File: src/hdl/rc6_variant_block_cipher_macros.svh
// Assertion macros shared by the cipher block.
`ifndef RC6_VARIANT_BLOCK_CIPHER_MACROS_SVH
`define RC6_VARIANT_BLOCK_CIPHER_MACROS_SVH

// Same-cycle implication, disabled while reset is asserted.
`define RC6V_ASSERT_IMPL(label, clk, rstn, ante, cons) \
    label: assert property (@(posedge clk) disable iff (!(rstn)) (ante) |-> (cons)) \
        else $error("rc6v assertion failed");

// Next-cycle implication, disabled while reset is asserted.
`define RC6V_ASSERT_NEXT(label, clk, rstn, ante, cons) \
    label: assert property (@(posedge clk) disable iff (!(rstn)) (ante) |=> (cons)) \
        else $error("rc6v assertion failed");

`endif

File: src/hdl/rc6v_pkg.sv
// Package with constants, sequencer states and helper functions of the cipher.
`timescale 1ns / 1ps

package rc6v_pkg;

    localparam int ROUNDS_DEF = 40;
    localparam logic [31:0] P32 = 32'hb7e15163;
    localparam logic [31:0] Q32 = 32'h9e3779b9;
    localparam logic [4:0] MIX_ROT = 5'd5;
    localparam logic [4:0] SCHED_ROT = 5'd3;

    localparam logic [7:0] KEY_TABLE [32] = '{
        8'h76, 8'hb7, 8'h4b, 8'h98, 8'h4c, 8'h5b, 8'hd5, 8'he3,
        8'hc1, 8'h92, 8'h33, 8'h6a, 8'h7b, 8'he6, 8'hcc, 8'heb,
        8'h17, 8'h9a, 8'h77, 8'hbc, 8'h31, 8'h5d, 8'he7, 8'h39,
        8'ha9, 8'h32, 8'h54, 8'h88, 8'h66, 8'hd3, 8'hce, 8'h43
    };

    typedef enum logic [3:0] {
        ST_IDLE,
        ST_KINIT,
        ST_KRD,
        ST_KA,
        ST_KB,
        ST_LD0,
        ST_PRE0,
        ST_PRE1,
        ST_RMT,
        ST_RMU,
        ST_RX1,
        ST_RX2,
        ST_POST0,
        ST_POST1,
        ST_DONE
    } state_t;

    function automatic logic [31:0] rotl32(input logic [31:0] x, input logic [4:0] n);
        logic [63:0] tmp;
        tmp = {x, x} << n;
        return tmp[63:32];
    endfunction

    function automatic logic [31:0] rotr32(input logic [31:0] x, input logic [4:0] n);
        logic [63:0] tmp;
        tmp = {x, x} >> n;
        return tmp[31:0];
    endfunction

    // Key word w: four table bytes, each plus a sign-extended user key byte,
    // combined little-endian with carries running modulo 2^32.
    function automatic logic [31:0] key_word(input logic [2:0] w, input logic [31:0] uk);
        logic [31:0] acc;
        logic [31:0] tj;
        logic [7:0] ub;
        acc = '0;
        for (int j = 0; j < 4; j++) begin
            ub = uk[8 * (3 - j) +: 8];
            tj = {24'd0, KEY_TABLE[{w, 2'(j)}]} + {{24{ub[7]}}, ub};
            acc = acc + (tj << (8 * j));
        end
        return acc;
    endfunction

endpackage

File: src/hdl/rc6v_mix_unit.sv
// Shared mixing unit: registered rotl(x * (2x + 1), 5).
`timescale 1ns / 1ps

module rc6v_mix_unit
    import rc6v_pkg::*;
(
    input  logic        aclk,
    input  logic        en,
    input  logic [31:0] x,
    output logic [31:0] y
);

    logic [31:0] y_reg;
    logic [31:0] prod;

    assign prod = x * {x[30:0], 1'b1};

    always_ff @(posedge aclk) begin
        if (en) begin
            y_reg <= rotl32(prod, MIX_ROT);
        end
    end

    assign y = y_reg;

endmodule

File: config.mk
export PLATFORM = sky130hd
export DESIGN_NAME = rc6v_mix_unit
export DESIGN_NICKNAME = d
export VERILOG_FILES = /design/src/hdl/rc6_variant_block_cipher_macros.svh /design/src/hdl/rc6v_pkg.sv /design/src/hdl/rc6v_mix_unit.sv
export SDC_FILE = /design/constraint.sdc
export NUM_CORES = 1
export LEC_CHECK = 0
export BUFFER_PORTS_ARGS = -buffer_cell sky130_fd_sc_hd__buf_2
export CORE_MARGIN = 5
export CORE_UTILIZATION = 40
export DETAILED_ROUTE_END_ITERATION = 10
export PLACE_DENSITY = 0.59
export SYNTH_ARGS = -nofsm -noshare
export SYNTH_HDL_FRONTEND = slang
export SYNTH_SLANG_ARGS = --single-unit
File: constraint.sdc
create_clock -name aclk -period 7.32 [get_ports aclk]
set_input_delay 0.732 -clock aclk [delete_from_list [all_inputs] [get_ports aclk]]
set_output_delay 0.732 -clock aclk [all_outputs]
set_load 0.01 [all_outputs]
Yosys cells after proc, flatten, opt, wreduce, memory -nomap -nowiden
Cells that the tools add are included.

storage, ports and cells
  register bits after elaboration = 32
  input port bits = 34

operators by class
  multipliers = 1

operators by type and width
  cell            number
  $mul 32x32->32  1

Longest topological paths before layout
  depth in word-level cells = 1
  depth in mapped cells = 27
  depth with buffers taken out = 26

Worst setup path before layout
OpenSTA, ideal clock, no wires.

  path type = input-to-reg
  start point = input x[3]
  end point = register y_reg[3], in the netlist y[3], data pin
  setup time = 0.262 ns
  data arrival time = 7.232 ns
  data required time = 7.058 ns
  slack = -0.174 ns
  stages on the path = 25
  buffers on the path = 3
  cell sequence = clkbuf_1 -> clkbuf_1 -> nand2_1 -> fa_1 -> fa_1 -> inv_1 -> fa_1 -> inv_1 -> fa_1 -> inv_1 -> fa_1 -> inv_1 -> fa_1 -> inv_1 -> fa_1 -> fa_1 -> ha_1 -> clkbuf_1 -> a2111oi_0 -> o211a_1 -> o31ai_1 -> nand2_1 -> o21ai_1 -> o41ai_2 -> mux2_1

between the ends
  longest elaborated chain between the ends = 1

RTL lines
  item                  line                 text
  from (decl)           rc6v_mix_unit.sv:9   input logic [31:0] x,
  $mul 32x32->32        rc6v_mix_unit.sv:16  assign prod = x * {x[30:0], 1'b1};
  via prod[30]          rc6v_mix_unit.sv:14  logic [31:0] prod;
  to (signal assigned)  rc6v_mix_unit.sv:20  y_reg <= rotl32(prod, MIX_ROT);
  to (decl)             rc6v_mix_unit.sv:13  logic [31:0] y_reg;

The timed path passes the listed nets, and every way through them passes these cells.
A chain may end at the register's enable or synchronous reset.

Worst setup path after layout
  start point = input x[16]
  end point = register y_reg[4], in the netlist y[4], data pin

The elaborated chain is that of the path after synthesis.

==> PnR_summary.wiki <==
{| class="wikitable"
! Metric !! Value
|-
| Result of the run || finished, final reports clean
|-
| Gp weighted congestion || ~0.86
|-
| Critical path class || input port to flip-flop
|-
| Setup slack at placement || -0.3231 ns
|-
| Post-synthesis cell type count || 56
|-
| Maximum number of buffers from clock root to sink || 2
|-
| Synth top area cells || fa_1 51%, ha_1 12%, inv_1 11%
|-
| CTS clock-pin slew for the worst setup and hold paths || 0.07 ns
|-
| Synth area leader || fa_1
|-
| Slowest cell on the critical path || fa_1
|-
| Number of top-level pins || 66
|-
| Peak fanout along the critical path || 8
|-
| CP max stage delay || roughly 0.63 ns
|-
| Most Crowded Layer GR || met2
|-
| Via count of the first global-routing pass || 11900
|-
| Top cells by count, synth || 428 x inv_1, 366 x fa_1, 131 x ha_1, 109 x and2_1, 109 x nand2_1
|-
| Cts bufs inserted || 5
|-
| Placement Rows || 69
|-
| First-pass GRT wire length || between 60000 and 70000 um
|-
| Post-route cell area || 16920 um^2
|-
| Number of synthesized register bits || 32
|-
| Root Buffer || clkbuf_16
|-
| Total count of hold-check failures in the final report || 0
|-
| Sum Neg Setup Slack || 0 ns
|-
| Most frequently used flop master after synthesis || edfxtp_1
|-
| Number of flip-flops in the largest register || 32
|-
| Area growth from synthesis to layout || 18.77%
|-
| Critical path arrival || 7.15 ns
|-
| Total Wirelength || 37200 um
|-
| Crit path buffers/inverters || 6
|-
| Fin crit period || slightly above 7 ns
|-
| Worst setup SP type || input port
|-
| RSZ-0062 raised after global routing || yes
|-
| GR met2 Demand/Resource || 0.3641
|-
| Total Routing Usage GR || 0.2055
|-
| Detailed-route DRC error count || 0
|-
| Number of buffers added on ports || 65
|-
| Top-area cell type share of the netlist area || 0.5142
|-
| Placement Cell Area || ~17000 um^2
|-
| Largest net degree at the start of global routing || 33
|-
| Drt pass-1 iters || 5
|-
| Cell type with the highest occurrence count on the critical path || fa_1
|-
| Gr ovfl total || 0
|-
| Sum of net half-perimeters after detailed placement || approximately 34000 um
|-
| Worst-path cell chain || clkbuf_4 -> and2_1 -> fa_1 -> inv_1 -> fa_1 -> fa_1 -> fa_1 -> inv_1 -> fa_1 -> fa_1 -> fa_1 -> inv_1 -> fa_2 -> inv_1 -> ha_1 -> nand3_1 -> or4_1 -> o21ai_1 -> buf_4 -> o22ai_1 -> xnor2_1
|-
| Synthesized area divided by synthesized cell count || 9.985 um^2
|-
| Post-Synthesis Cells || 1427
|-
| Final setup slack of the worst path || 0.2231 ns
|-
| Final setup viols || 0
|-
| Chip Width || 198.7 um
|-
| Wire length per cell after detailed routing || 17.52 um
|-
| Async set-reset flop share out of synthesis || 0
|-
| Register area share after synthesis || 0.06744
|-
| Data required time at the worst endpoint || 7.38 ns
|-
| Final cycle utilization of the critical path || 0.9695
|-
| Netlist Area Pre-Place || between 10000 and 15000 um^2
|-
| Initial standard-cell utilization of the core || 0.4025
|-
| Htree depth || 2
|-
| Max-Slew Margin vs Limit || 0.3589
|-
| Global routing usage on met1 || 0.2790
|-
| Highest clock rate || 140.9 MHz
|-
| Via density per instance || 4.669
|-
| Syn nets || 1958
|-
| Syn. warnings || 0
|-
| Dominant cell by count in the synthesized netlist || inv_1
|-
| Setup crit end kind || flip-flop
|-
| Top cell family by delay on the critical path || adder cells
|-
| Type of the most critical hold path || input port to flip-flop
|-
| Number of enable-type register cells in the synthesized netlist || 32
|-
| Overall die height || 198.7 um
|-
| # nets final || 2191
|-
| Fraction of final layout cells with drive strength greater than 1 || 0.1818
|-
| Least-Margin Pin Slew || 0.9616 ns
|-
| Core box area || 35400 um^2
|-
| Final Max Tran Viols || 0
|-
| Die area || 39500 um^2
|-
| Initial antenna violation count || 1
|-
| Non-filler cells, final || 2123
|-
| Met3 Resource Use GR || 0.01812
|-
| Clock tree from TritonCTS || yes
|-
| Detailed router's first-iteration violation count || 430
|-
| Number of violations of the max-capacitance limit || 0
|-
| # hold bufs at CTS || 0
|-
| Antenna Nets Post-Route || 0
|-
| Clock sink count || 32
|-
| Via count of the routed design || 9913
|-
| DP Cell Count || 2114
|}
## path summary, 6_finish.rpt
| check | startpoint | to | depth (start not counted) |
|---|---|---|---|
| max | x[16] | y[4]$_DFFE_PP_ | 21 |
| min | x[0] | y[5]$_DFFE_PP_ | 1 |
## metal layers
metal  up-vias  part of all wire
met4         2             0.017
met3        31             0.031
met2       155              0.51
met1      5098              0.44
li1       4627                 -
met5         -           0.00035
## logic make-up (layout without fill, tap and decap cells)
kind of cell	after synthesis	in the layout	synth area share
fa+ha+maj	497	497	0.6293
buf+inv	467	701	0.1230
simple gates	290	290	0.1013
compound gates	78	78	0.03987
xor+xnor	60	60	0.03688
flops	32	32	0.06744
mux	3	3	0.002195
other cells	0	1	0
## cell usage in the layout, fill, tap and decap left out, types with 3 or more instances in the layout
master / instances
buf_2: 61
nand2b_1: 4
o21ai_1: 3
nand4_1: 3
xor2_1: 11
or2_2: 3
o21ai_0: 7
inv_1: 427
nor3_1: 3
ha_1: 130
o21a_1: 3
nor2_1: 33
nand3_1: 10
nor2b_1: 4
and2_1: 104
fa_2: 3
clkbuf_4: 4
clkbuf_16: 5
a21oi_1: 20
and2_4: 5
buf_4: 187
o211ai_1: 4
a21o_1: 9
edfxtp_1: 32
and3_1: 4
fa_1: 363
nand2_1: 109
buf_12: 9
xnor2_1: 49
o41ai_2: 3
## through the flow
step	util	hold WS [ns]
global route	0.4780	0.8642
detailed placement	0.4707	1.146
finish	0.4781	0.8616
global placement	0.4707	1.147
CTS	0.4755	0.8591
floorplan	-	0.8309
## area by class of cell
| cell class | count | area [um^2] |
|---|---|---|
| multi-input cells | 928 | 11650 |
| clock inverters | 3 | 42.54 |
| flip-flops and latches | 32 | 960.9 |
| inverters | 429 | 1610 |
| repair buffers | 264 | 1957 |
| fillers | 3338 | 18470 |
| well taps | 461 | 576.8 |
| diodes | 1 | 2.502 |
| clock buffers | 5 | 125.1 |
## timing repair
item                                    CTS  global route
endpoints found under the setup margin    0             7
buffers inserted                          0             0
gates resized for setup                   0            22
Power is not shown: default switching activity piles up to over one toggle a cycle in this logic, so the estimate is an artifact.
